## config.mk

```make
export PLATFORM = sky130hd
export DESIGN_NAME = window_geometry_slew_top
export DESIGN_NICKNAME = d
export VERILOG_FILES = /design/src/hdl/wgs_pkg.sv /design/src/hdl/wgs_ctrl.sv /design/src/hdl/wgs_datapath.sv /design/src/hdl/window_geometry_slew_top.sv
export SDC_FILE = /design/constraint.sdc
export NUM_CORES = 2
export LEC_CHECK = 0
export ABC_AREA = 1
export CAP_MARGIN = 20
export CORE_AREA = 2 2 381 345
export DETAILED_ROUTE_END_ITERATION = 10
export DIE_AREA = 0 0 383 347
export DONT_BUFFER_PORTS = 1
export PLACE_DENSITY = 0.68
export SLEW_MARGIN = 15
export SYNTH_ARGS = -nofsm -noshare
export SYNTH_HDL_FRONTEND = slang
export SYNTH_SLANG_ARGS = --single-unit
```

## constraint.sdc

```tcl
create_clock -name clk -period 10.75 [get_ports clk]
set_input_delay 2.15 -clock clk [delete_from_list [all_inputs] [get_ports clk]]
set_output_delay 2.15 -clock clk [all_outputs]
set_load 0.02 [all_outputs]
```

## src/hdl/wgs_pkg.sv

```systemverilog
`timescale 1ns / 1ps
`default_nettype none
// ----------------------------------------------------------------------------
// wgs_pkg
// shared types, constants and helpers for the window geometry slew unit
// ----------------------------------------------------------------------------
package wgs_pkg;

    localparam int NUM_WINDOWS   = 8;
    localparam int COORD_BITS    = 12;
    localparam int IDX_BITS      = (NUM_WINDOWS > 1) ? $clog2(NUM_WINDOWS) : 1;
    localparam int COORD_MAX     = (1 << COORD_BITS) - 1;

    localparam int WIN_BITS      = 3;
    localparam int FIELD_BITS    = 12;
    localparam int CFG_BITS      = 12;
    localparam int CFG_IDX_BITS  = 2;

    localparam int VAL_BITS      = (COORD_BITS > CFG_BITS) ? COORD_BITS : CFG_BITS;
    localparam int WORK_BITS     = VAL_BITS + 3;

    localparam int IN_FIELD_BITS  = WIN_BITS + 4 * FIELD_BITS;
    localparam int S_TDATA_BITS   = ((IN_FIELD_BITS + 7) / 8) * 8;
    localparam int OUT_FIELD_BITS = WIN_BITS + 8 * FIELD_BITS + 1;
    localparam int M_TDATA_BITS   = ((OUT_FIELD_BITS + 7) / 8) * 8;

    localparam int RESET_FRAME_W = 640;
    localparam int RESET_FRAME_H = 480;
    localparam int RESET_STEP    = 20;
    localparam int LAYOUT_OFFSET = 4;

    localparam logic ACT_TICK = 1'b0;
    localparam logic ACT_SET  = 1'b1;

    localparam logic [CFG_IDX_BITS-1:0] REG_FRAME_W = 2'd0;
    localparam logic [CFG_IDX_BITS-1:0] REG_FRAME_H = 2'd1;
    localparam logic [CFG_IDX_BITS-1:0] REG_STEP    = 2'd2;
    localparam logic [CFG_IDX_BITS-1:0] REG_SMOOTH  = 2'd3;

    typedef logic [COORD_BITS-1:0]       coord_t;
    typedef logic signed [WORK_BITS-1:0] work_t;
    typedef logic [FIELD_BITS-1:0]       field_t;

    typedef struct packed {
        logic capture;
        logic load;
        logic slew;
        logic clamp;
        logic left;
        logic right;
        logic draw;
        logic emit;
    } cmd_t;

    typedef struct packed {
        logic tick_smooth;
        logic changed;
        logic out_free;
    } status_t;

    function automatic coord_t sat_coord(input int v);
        coord_t r;
        if (v < 0)
        begin
            r = '0;
        end
        else if (v > COORD_MAX)
        begin
            r = coord_t'(COORD_MAX);
        end
        else
        begin
            r = coord_t'(v);
        end
        return r;
    endfunction

    function automatic work_t sat_work(input work_t v);
        work_t r;
        if (v < 0)
        begin
            r = '0;
        end
        else if (v > work_t'(COORD_MAX))
        begin
            r = work_t'(COORD_MAX);
        end
        else
        begin
            r = v;
        end
        return r;
    endfunction

    function automatic work_t slew_value(input work_t cur, input work_t goal,
                                         input work_t step);
        work_t d;
        d = goal - cur;
        if (d > step)
        begin
            d = step;
        end
        else if (d < -step)
        begin
            d = -step;
        end
        return cur + d;
    endfunction

    function automatic coord_t reset_goal_x(input int n);
        return (n == 0) ? '0 : sat_coord(RESET_FRAME_W / 2);
    endfunction

    function automatic coord_t reset_goal_y(input int n);
        return (n == 0) ? '0 : sat_coord(RESET_FRAME_H / 2);
    endfunction

    function automatic coord_t reset_goal_w(input int n);
        return sat_coord(RESET_FRAME_W - LAYOUT_OFFSET * n);
    endfunction

    function automatic coord_t reset_goal_h(input int n);
        return sat_coord(RESET_FRAME_H - LAYOUT_OFFSET * n);
    endfunction

endpackage
`default_nettype wire

```

## src/hdl/wgs_ctrl.sv

```systemverilog
`timescale 1ns / 1ps
`default_nettype none
// ----------------------------------------------------------------------------
// wgs_ctrl
// sequencer: capture, table read, slew, frame bounding, draw and result issue
// ----------------------------------------------------------------------------
module wgs_ctrl
(
    input  wire              clk,
    input  wire              rst_n,
    input  wire              s_axis_tvalid,
    output logic             s_axis_tready,
    input  wgs_pkg::status_t status,
    output wgs_pkg::cmd_t    cmd
);
    import wgs_pkg::*;

    localparam logic [2:0] ST_IDLE  = 3'd0;
    localparam logic [2:0] ST_READ  = 3'd1;
    localparam logic [2:0] ST_SLEW  = 3'd2;
    localparam logic [2:0] ST_CLAMP = 3'd3;
    localparam logic [2:0] ST_LEFT  = 3'd4;
    localparam logic [2:0] ST_RIGHT = 3'd5;
    localparam logic [2:0] ST_DRAW  = 3'd6;
    localparam logic [2:0] ST_EMIT  = 3'd7;

    logic [2:0] state_reg;
    logic [2:0] state_next;

    always_comb
    begin
        state_next = state_reg;
        cmd        = '0;
        unique case (state_reg)
            ST_IDLE:
            begin
                cmd.capture = s_axis_tvalid;
                if (s_axis_tvalid)
                begin
                    state_next = ST_READ;
                end
            end
            ST_READ:
            begin
                cmd.load   = 1'b1;
                state_next = status.tick_smooth ? ST_SLEW : ST_DRAW;
            end
            ST_SLEW:
            begin
                cmd.slew   = 1'b1;
                state_next = status.changed ? ST_CLAMP : ST_DRAW;
            end
            ST_CLAMP:
            begin
                cmd.clamp  = 1'b1;
                state_next = ST_LEFT;
            end
            ST_LEFT:
            begin
                cmd.left   = 1'b1;
                state_next = ST_RIGHT;
            end
            ST_RIGHT:
            begin
                cmd.right  = 1'b1;
                state_next = ST_DRAW;
            end
            ST_DRAW:
            begin
                cmd.draw   = 1'b1;
                state_next = ST_EMIT;
            end
            ST_EMIT:
            begin
                cmd.emit = status.out_free;
                if (status.out_free)
                begin
                    state_next = ST_IDLE;
                end
            end
            default:
            begin
                state_next = ST_IDLE;
            end
        endcase
    end

    always_ff @(posedge clk or negedge rst_n)
    begin
        if (!rst_n)
        begin
            state_reg <= ST_IDLE;
        end
        else
        begin
            state_reg <= state_next;
        end
    end

    assign s_axis_tready = (state_reg == ST_IDLE);

endmodule
`default_nettype wire

```

## src/hdl/wgs_datapath.sv

```systemverilog
`timescale 1ns / 1ps
`default_nettype none
// ----------------------------------------------------------------------------
// wgs_datapath
// window table, configuration registers, working registers and result register
// ----------------------------------------------------------------------------
module wgs_datapath
(
    input  wire                                 clk,
    input  wire                                 rst_n,
    input  wgs_pkg::cmd_t                       cmd,
    output wgs_pkg::status_t                    status,
    input  wire  [wgs_pkg::S_TDATA_BITS-1:0]    s_axis_tdata,
    input  wire                                 s_axis_tuser,
    output logic                                m_axis_tvalid,
    input  wire                                 m_axis_tready,
    output logic [wgs_pkg::M_TDATA_BITS-1:0]    m_axis_tdata,
    input  wire                                 cfg_valid,
    input  wire  [wgs_pkg::CFG_IDX_BITS-1:0]    cfg_index,
    input  wire  [wgs_pkg::CFG_BITS-1:0]        cfg_data
);
    import wgs_pkg::*;

    // configuration
    logic [CFG_BITS-1:0] frame_w_reg;
    logic [CFG_BITS-1:0] frame_h_reg;
    logic [CFG_BITS-1:0] step_reg;
    logic                smooth_reg;

    // captured transaction
    logic                act_reg;
    logic [WIN_BITS-1:0] win_reg;
    coord_t              nx_reg;
    coord_t              ny_reg;
    coord_t              nw_reg;
    coord_t              nh_reg;

    // window table
    coord_t cur_x_reg  [NUM_WINDOWS];
    coord_t cur_y_reg  [NUM_WINDOWS];
    coord_t cur_w_reg  [NUM_WINDOWS];
    coord_t cur_h_reg  [NUM_WINDOWS];
    coord_t goal_x_reg [NUM_WINDOWS];
    coord_t goal_y_reg [NUM_WINDOWS];
    coord_t goal_w_reg [NUM_WINDOWS];
    coord_t goal_h_reg [NUM_WINDOWS];

    // working registers
    work_t  wx_reg;
    work_t  wy_reg;
    work_t  ww_reg;
    work_t  wh_reg;
    coord_t gx_reg;
    coord_t gy_reg;
    coord_t gw_reg;
    coord_t gh_reg;
    logic   moved_reg;
    work_t  dx_reg;
    work_t  dy_reg;

    logic                    out_valid_reg;
    logic [M_TDATA_BITS-1:0] out_data_reg;

    logic [IDX_BITS-1:0] idx;
    logic                in_range;
    work_t               fw;
    work_t               fh;
    work_t               step;
    work_t               right_w;
    work_t               right_h;
    work_t               draw_dx;
    work_t               draw_dy;
    work_t               clip_w;
    work_t               clip_h;
    logic [M_TDATA_BITS-1:0] result;

    assign idx      = IDX_BITS'(win_reg);
    assign in_range = (int'(win_reg) < NUM_WINDOWS);
    assign fw       = work_t'(frame_w_reg);
    assign fh       = work_t'(frame_h_reg);
    assign step     = work_t'(step_reg);

    assign status.tick_smooth = (act_reg == ACT_TICK) && smooth_reg && in_range;
    assign status.changed     = (wx_reg != work_t'(gx_reg)) || (wy_reg != work_t'(gy_reg))
                             || (ww_reg != work_t'(gw_reg)) || (wh_reg != work_t'(gh_reg));
    assign status.out_free    = !out_valid_reg || m_axis_tready;

    always_ff @(posedge clk or negedge rst_n)
    begin
        if (!rst_n)
        begin
            frame_w_reg <= CFG_BITS'(RESET_FRAME_W);
            frame_h_reg <= CFG_BITS'(RESET_FRAME_H);
            step_reg    <= CFG_BITS'(RESET_STEP);
            smooth_reg  <= 1'b1;
        end
        else if (cfg_valid)
        begin
            unique case (cfg_index)
                REG_FRAME_W: frame_w_reg <= cfg_data;
                REG_FRAME_H: frame_h_reg <= cfg_data;
                REG_STEP:    step_reg    <= cfg_data;
                REG_SMOOTH:  smooth_reg  <= cfg_data[0];
                default:     ;
            endcase
        end
    end

    always_ff @(posedge clk)
    begin
        if (cmd.capture)
        begin
            act_reg <= s_axis_tuser;
            win_reg <= s_axis_tdata[WIN_BITS-1:0];
            nx_reg  <= sat_coord(int'(s_axis_tdata[WIN_BITS +: FIELD_BITS]));
            ny_reg  <= sat_coord(int'(s_axis_tdata[WIN_BITS + FIELD_BITS +: FIELD_BITS]));
            nw_reg  <= sat_coord(int'(s_axis_tdata[WIN_BITS + 2*FIELD_BITS +: FIELD_BITS]));
            nh_reg  <= sat_coord(int'(s_axis_tdata[WIN_BITS + 3*FIELD_BITS +: FIELD_BITS]));
        end
    end

    // table loads the reset layout on reset; written back once per in-range transaction
    always_ff @(posedge clk or negedge rst_n)
    begin
        if (!rst_n)
        begin
            for (int n = 0; n < NUM_WINDOWS; n++)
            begin
                cur_x_reg[n]  <= '0;
                cur_y_reg[n]  <= '0;
                cur_w_reg[n]  <= sat_coord(RESET_FRAME_W);
                cur_h_reg[n]  <= sat_coord(RESET_FRAME_H);
                goal_x_reg[n] <= reset_goal_x(n);
                goal_y_reg[n] <= reset_goal_y(n);
                goal_w_reg[n] <= reset_goal_w(n);
                goal_h_reg[n] <= reset_goal_h(n);
            end
        end
        else if (cmd.draw && in_range)
        begin
            cur_x_reg[idx]  <= COORD_BITS'(wx_reg);
            cur_y_reg[idx]  <= COORD_BITS'(wy_reg);
            cur_w_reg[idx]  <= COORD_BITS'(ww_reg);
            cur_h_reg[idx]  <= COORD_BITS'(wh_reg);
            goal_x_reg[idx] <= gx_reg;
            goal_y_reg[idx] <= gy_reg;
            goal_w_reg[idx] <= gw_reg;
            goal_h_reg[idx] <= gh_reg;
        end
    end

    always_comb
    begin
        right_w = ((wx_reg + (ww_reg >>> 1)) > fw) ? (fw - wx_reg - work_t'(1)) <<< 1 : ww_reg;
        right_h = ((wy_reg + (wh_reg >>> 1)) > fh) ? (fh - wy_reg - work_t'(1)) <<< 1 : wh_reg;
        draw_dx = wx_reg - (ww_reg - (ww_reg >>> 1));
        draw_dy = wy_reg - (wh_reg - (wh_reg >>> 1));
        clip_w  = ((dx_reg + ww_reg) > fw) ? sat_work(fw - dx_reg) : ww_reg;
        clip_h  = ((dy_reg + wh_reg) > fh) ? sat_work(fh - dy_reg) : wh_reg;
    end

    always_ff @(posedge clk)
    begin
        if (cmd.load)
        begin
            moved_reg <= 1'b0;
            if (act_reg == ACT_SET)
            begin
                gx_reg <= nx_reg;
                gy_reg <= ny_reg;
                gw_reg <= nw_reg;
                gh_reg <= nh_reg;
                wx_reg <= smooth_reg ? work_t'(cur_x_reg[idx]) : work_t'(nx_reg);
                wy_reg <= smooth_reg ? work_t'(cur_y_reg[idx]) : work_t'(ny_reg);
                ww_reg <= smooth_reg ? work_t'(cur_w_reg[idx]) : work_t'(nw_reg);
                wh_reg <= smooth_reg ? work_t'(cur_h_reg[idx]) : work_t'(nh_reg);
            end
            else
            begin
                gx_reg <= goal_x_reg[idx];
                gy_reg <= goal_y_reg[idx];
                gw_reg <= goal_w_reg[idx];
                gh_reg <= goal_h_reg[idx];
                wx_reg <= work_t'(cur_x_reg[idx]);
                wy_reg <= work_t'(cur_y_reg[idx]);
                ww_reg <= work_t'(cur_w_reg[idx]);
                wh_reg <= work_t'(cur_h_reg[idx]);
            end
        end
        else if (cmd.slew)
        begin
            moved_reg <= status.changed;
            wx_reg    <= slew_value(wx_reg, work_t'(gx_reg), step);
            wy_reg    <= slew_value(wy_reg, work_t'(gy_reg), step);
            ww_reg    <= slew_value(ww_reg, work_t'(gw_reg), step);
            wh_reg    <= slew_value(wh_reg, work_t'(gh_reg), step);
        end
        else if (cmd.clamp)
        begin
            wx_reg <= (wx_reg > fw) ? fw : wx_reg;
            wy_reg <= (wy_reg > fh) ? fh : wy_reg;
            ww_reg <= (ww_reg > fw) ? fw : ww_reg;
            wh_reg <= (wh_reg > fh) ? fh : wh_reg;
        end
        else if (cmd.left)
        begin
            if ((wx_reg - (ww_reg >>> 1)) < 0)
            begin
                ww_reg <= wx_reg <<< 1;
            end
            if ((wy_reg - (wh_reg >>> 1)) < 0)
            begin
                wh_reg <= wy_reg <<< 1;
            end
        end
        else if (cmd.right)
        begin
            ww_reg <= sat_work(right_w);
            wh_reg <= sat_work(right_h);
        end
        else if (cmd.draw)
        begin
            dx_reg <= (draw_dx < 0) ? '0 : draw_dx;
            dy_reg <= (draw_dy < 0) ? '0 : draw_dy;
        end
    end

    always_comb
    begin
        result = '0;
        result[0 +: WIN_BITS] = win_reg;
        if (in_range)
        begin
            result[WIN_BITS +: FIELD_BITS]                = FIELD_BITS'(wx_reg);
            result[WIN_BITS + FIELD_BITS +: FIELD_BITS]   = FIELD_BITS'(wy_reg);
            result[WIN_BITS + 2*FIELD_BITS +: FIELD_BITS] = FIELD_BITS'(ww_reg);
            result[WIN_BITS + 3*FIELD_BITS +: FIELD_BITS] = FIELD_BITS'(wh_reg);
            result[WIN_BITS + 4*FIELD_BITS]               = moved_reg;
            result[WIN_BITS + 4*FIELD_BITS + 1 +: FIELD_BITS] = FIELD_BITS'(sat_work(dx_reg));
            result[WIN_BITS + 5*FIELD_BITS + 1 +: FIELD_BITS] = FIELD_BITS'(sat_work(dy_reg));
            result[WIN_BITS + 6*FIELD_BITS + 1 +: FIELD_BITS] = FIELD_BITS'(clip_w);
            result[WIN_BITS + 7*FIELD_BITS + 1 +: FIELD_BITS] = FIELD_BITS'(clip_h);
        end
    end

    always_ff @(posedge clk or negedge rst_n)
    begin
        if (!rst_n)
        begin
            out_valid_reg <= 1'b0;
        end
        else if (cmd.emit)
        begin
            out_valid_reg <= 1'b1;
        end
        else if (m_axis_tready)
        begin
            out_valid_reg <= 1'b0;
        end
    end

    always_ff @(posedge clk)
    begin
        if (cmd.emit)
        begin
            out_data_reg <= result;
        end
    end

    assign m_axis_tvalid = out_valid_reg;
    assign m_axis_tdata  = out_data_reg;

endmodule
`default_nettype wire

```

## src/hdl/window_geometry_slew_top.sv

```systemverilog
`timescale 1ns / 1ps
`default_nettype none
// ----------------------------------------------------------------------------
// window_geometry_slew_top
// per-window centre and size glide toward targets, bounded to the frame
//
// channel  direction  signals                                  width
// s_axis   in         tvalid tready tdata tuser                56 + 1
// m_axis   out        tvalid tready tdata                      104
// cfg      in         cfg_valid cfg_ready cfg_index cfg_data   2 + 12
//
// set-target and unsmoothed tick: controller passes read, draw and emit
// tick that finds the window at its target: read, slew, draw, emit
// tick that moves adds clamp, left and right before draw; one transaction at a time
// s_axis_tready is high while the controller is idle, even if a result waits
// reset loads the default frame, step and window layout; no clearing pass
// ----------------------------------------------------------------------------
module window_geometry_slew_top
(
    input  wire                                 clk,
    input  wire                                 rst_n,
    input  wire                                 s_axis_tvalid,
    output logic                                s_axis_tready,
    // window, new_x, new_y, new_w, new_h, zero pad
    input  wire  [wgs_pkg::S_TDATA_BITS-1:0]    s_axis_tdata,
    // action
    input  wire                                 s_axis_tuser,
    output logic                                m_axis_tvalid,
    input  wire                                 m_axis_tready,
    // window_out, pos_x, pos_y, width_out, height_out, moved,
    // draw_x, draw_y, draw_w, draw_h, zero pad
    output logic [wgs_pkg::M_TDATA_BITS-1:0]    m_axis_tdata,
    input  wire                                 cfg_valid,
    output logic                                cfg_ready,
    input  wire  [wgs_pkg::CFG_IDX_BITS-1:0]    cfg_index,
    input  wire  [wgs_pkg::CFG_BITS-1:0]        cfg_data
);
    import wgs_pkg::*;

    cmd_t    cmd;
    status_t status;

    assign cfg_ready = 1'b1;

    wgs_ctrl u_ctrl
    (
        .clk           (clk),
        .rst_n         (rst_n),
        .s_axis_tvalid (s_axis_tvalid),
        .s_axis_tready (s_axis_tready),
        .status        (status),
        .cmd           (cmd)
    );

    wgs_datapath u_datapath
    (
        .clk           (clk),
        .rst_n         (rst_n),
        .cmd           (cmd),
        .status        (status),
        .s_axis_tdata  (s_axis_tdata),
        .s_axis_tuser  (s_axis_tuser),
        .m_axis_tvalid (m_axis_tvalid),
        .m_axis_tready (m_axis_tready),
        .m_axis_tdata  (m_axis_tdata),
        .cfg_valid     (cfg_valid),
        .cfg_index     (cfg_index),
        .cfg_data      (cfg_data)
    );

    a_no_overwrite: assert property (@(posedge clk) disable iff (!rst_n)
        cmd.emit |-> status.out_free)
        else $error("result issued over a waiting result");

    a_one_at_a_time: assert property (@(posedge clk) disable iff (!rst_n)
        (s_axis_tvalid && s_axis_tready) |=> !s_axis_tready)
        else $error("new transaction taken while busy");

    a_result_from_busy: assert property (@(posedge clk) disable iff (!rst_n)
        $rose(m_axis_tvalid) |-> !$past(s_axis_tready))
        else $error("result appeared without a transaction in flight");

endmodule
`default_nettype wire
```

==> run summary <==
SYNTHESIS
------------------------------------------------------------------------------------
Number of synthesized flops with an enable pin ........................          290
Sequential area share after synthesis .................................        45.6%
Cell area after synthesis .............................................    64000 um2
Primary flip-flop cell chosen by synthesis mapping ....................      dfrtp_1
Register bit total from synthesis .....................................         1100
Cells after Synth .....................................................         7349
Yosys synthesis warning count .........................................            0
Proportion of synthesized flip-flops having asynchronous set or reset .        73.5%
Unique cell type count in the Yosys netlist ...........................           65
Post-Syn Area per Cell ................................................     8.71 um2

CELLS AND AREA
------------------------------------------------------------------------------------
Syn-to-layout area delta ..............................................        9.09%
Share of cells above drive strength 1 .................................        8.25%
Area of all sequential standard cells .................................    29200 um2
Number of inserted filler cells in the final layout ...................        11600
Non-Filler Instances ..................................................         9073
Area of the multi-input gates .........................................    30100 um2
Final nets ............................................................         7844
Max FFs per register ..................................................          100

SETUP PATH
------------------------------------------------------------------------------------
Cell class contributing the biggest share of worst-path delay ......... compound AO/OA/AOI/OAI gates
WP data required ......................................................     11230 ps
Delay of the slowest cell on the worst path ...........................       910 ps
Most Frequent Cell on Critical Path ...................................      nand2_1
Logic depth of the worst path, buffers included .......................           33
Length in cells of the worst reg-to-reg path ..........................           33
Reg-to-reg slack, setup ...............................................      2340 ps
Endpoint arrival time on the critical path ............................      8890 ps
Critical Path Sink Type ...............................................     register
Kind of critical path ................................................. register to register
Max stage delay cell, worst path ......................................     clkinv_1
Buf/Inv on CP .........................................................            4
CP max FO .............................................................           18
Startpoint Class ......................................................     register

DRT
------------------------------------------------------------------------------------
Wire length per cell after detailed routing ...........................      25.1 um
Highest signal layer in the routed design .............................         met4
DRC violations left ...................................................            2
Detailed-route wire length ............................................    228000 um
DRC marker count from the first detailed-route iteration ..............         6389
Routed length on met1 .................................................     95700 um
Final antenna-violating net count .....................................            0
Routed wire length on met3 ............................................     28100 um
Detailed Routing Iterations Pass 1 ....................................           11
Ratio of routed vias to standard cells ................................         6.05
Total number of vias ..................................................        54900
Detailed route wirelength on metal2 ...................................     94700 um

FLOORPLAN
------------------------------------------------------------------------------------
Area enclosed by the die boundary .....................................   133000 um2
Die height ............................................................       347 um
Floorplan row count ...................................................          125
Die span in x .........................................................       383 um
Starting utilization of the core area .................................        49.7%
Core Area .............................................................   129000 um2
Boundary Pins .........................................................          183

TIMING
------------------------------------------------------------------------------------
Final clock skew ......................................................      67.2 ps
Headroom to the max-slew limit ........................................        22.7%
Transition at the pin with the smallest max-transition slack ..........      1150 ps
Fmax achieved .........................................................      119 MHz
Final Max Slew Viols ..................................................            0
Share of the cycle needed by the critical path after routing ..........        78.3%
Number of hold violations in the final report .........................            0
Setup repair after global routing missed its margin ...................        false
Endpoints failing setup ...............................................            0
Setup TNS Final .......................................................         0 ps
Minimum clock period ..................................................      8410 ps

CLOCKING
------------------------------------------------------------------------------------
Number of instances resized during post-cts repair ....................            0
Root cell of the clock tree ...........................................    clkbuf_16
Post-CTS Setup Bufs ...................................................            0
Clock insertion delay at the later pin of the skew report .............       810 ps
Largest buffer count on any clock path ................................            3
CTS buffer count ......................................................          116
Hold bufs inserted after CTS ..........................................            0
Num Clock Sinks .......................................................         1100
Clk slew on worst S/H paths ...........................................        70 ps
H-tree levels .........................................................            3
Clock tree from TritonCTS .............................................        built

OUTCOME
------------------------------------------------------------------------------------
Violated checks ....................................................... design-rule violations
Run status ............................................................ complete, but fails checks

GRT
------------------------------------------------------------------------------------
Total routing usage reported by global routing ........................        33.7%
Leftover overflow at the end of global routing ........................            0
Initial antenna violation count .......................................           10
Vias in the first global route ........................................        50800
Largest net degree at the start of global routing .....................          810
Global-route wire length before repair ................................    333000 um

PLACED DESIGN
------------------------------------------------------------------------------------
Number of buffers added on ports ......................................            0
# placed instances ....................................................         8841
Gp weighted congestion ................................................         1.02
Post-DP HPWL ..........................................................    155000 um

JOB
------------------------------------------------------------------------------------
Max-capacitance violation count .......................................            0

WORST HOLD PATH
------------------------------------------------------------------------------------
Hold/Removal Path Class ............................................... register to register
Cells on Worst Hold Path ..............................................            2

kinds of logic after synthesis:
kind of cell	count (synthesis)	share of synthesized area (%)
other cells	2	0.0117
simple gates	2093	13.1
mux	75	1.32
flops	1100	45.6
buf+inv	1257	7.61
xor+xnor	182	2.49
compound gates	2125	19.2
fa+ha+maj	515	10.6
worst register-to-register path, delay by kind of cell (launching register included):
family / cells / cell delay, ps
buffers and inverters: 4 / 1440
adder cells (fa/ha/maj): 3 / 1370
XOR/XNOR: 2 / 530
flip-flops: 1 / 850
AND/OR/NAND/NOR: 12 / 1470
AO/OA/AOI/OAI: 12 / 2470
final timing paths:
| path | start | end |
|---|---|---|
| hold reg to reg | u_datapath.goal_h_reg[23] | u_datapath.goal_h_reg[23] |
| setup reg to reg | u_datapath.wh_reg[3] | u_datapath.wh_reg[11] |
| setup / recovery | u_datapath.wh_reg[3] | u_datapath.wh_reg[11] |
| hold / removal | u_datapath.goal_h_reg[23] | u_datapath.goal_h_reg[23] |
| max in group asynchronous | rst_n | u_datapath.cur_y_reg[44] |
| min in group asynchronous | rst_n | u_datapath.goal_x_reg[19] |
per-stage QoR:
step / worst slack (ps) / utilization [%] / instance area, um2 / hold slack [ps]
floorplan: 3850 / - / 64000 / 403
global placement: 2760 / 51.0 / 65700 / 467
detailed placement: 2740 / 51.0 / 65700 / 474
CTS: 2690 / 54.1 / 69600 / 489
global route: 1840 / 54.2 / 69800 / 505
finish: 2340 / 54.2 / 69800 / 486
cell usage after synthesis, types with 4 or more instances:
| library cell | n | area, um2 |
|---|---|---|
| a211oi_1 | 14 | 105 |
| a21boi_0 | 14 | 105 |
| a21o_1 | 14 | 105 |
| a21oi_1 | 780 | 3900 |
| a221oi_1 | 152 | 1330 |
| a22oi_1 | 48 | 360 |
| a31oi_1 | 46 | 288 |
| a41oi_1 | 18 | 158 |
| buf_1 | 31 | 116 |
| buf_2 | 57 | 285 |
| buf_4 | 9 | 67.6 |
| clkbuf_1 | 226 | 848 |
| clkinv_1 | 12 | 45.0 |
| dfrtp_1 | 638 | 16000 |
| dfstp_2 | 171 | 4490 |
| edfxtp_1 | 290 | 8710 |
| fa_1 | 44 | 881 |
| ha_1 | 471 | 5890 |
| inv_1 | 905 | 3400 |
| inv_2 | 9 | 33.8 |
| mux2_2 | 75 | 845 |
| nand2_1 | 1192 | 4470 |
| nand3_1 | 160 | 801 |
| nand3b_1 | 12 | 90.1 |
| nand4_1 | 38 | 238 |
| nor2_1 | 587 | 2200 |
| nor3_1 | 66 | 330 |
| nor3_2 | 4 | 40.0 |
| nor4_1 | 8 | 50.1 |
| o2111ai_1 | 34 | 298 |
| o211ai_1 | 84 | 631 |
| o21a_1 | 10 | 75.1 |
| o21ai_0 | 695 | 3480 |
| o21ai_1 | 14 | 70.1 |
| o21ai_2 | 4 | 35.0 |
| o21bai_1 | 16 | 120 |
| o221ai_1 | 24 | 210 |
| o22ai_1 | 132 | 826 |
| o31ai_1 | 15 | 113 |
| or2_2 | 10 | 62.6 |
| xnor2_1 | 44 | 385 |
| xor2_1 | 138 | 1210 |
layout by cell type (no fill, tap or decap), types with 138 or more instances in the layout:
master	instances
nor2_1	573
a221oi_1	152
xor2_1	138
dfstp_2	171
inv_1	901
dfrtp_1	638
ha_1	471
nand2_1	1189
edfxtp_1	290
nand3_1	160
o21ai_0	694
a21oi_1	780
cell type report:
| type | instances | area share (%) |
|---|---|---|
| timing repair buffer | 112 | 1.35 |
| clock inverter | 61 | 0.918 |
| multi-input combinational | 4997 | 43.1 |
| antenna | 4 | 0.0143 |
| sequential | 1100 | 41.8 |
| clock buffer | 159 | 4.73 |
| tap | 1714 | 3.07 |
| inverter | 926 | 4.98 |
layer usage:
metal / up-vias / GRT usage, %
met4: 0 / 13.0
met5: - / 0
met3: 539 / 9.87
met1: 26500 / 47.9
met2: 2866 / 48.3
li1: 25000 / -
Power is left out: the tool's default activity adds up to more than one toggle a clock period on the data nets, which glitch-free logic cannot reach.
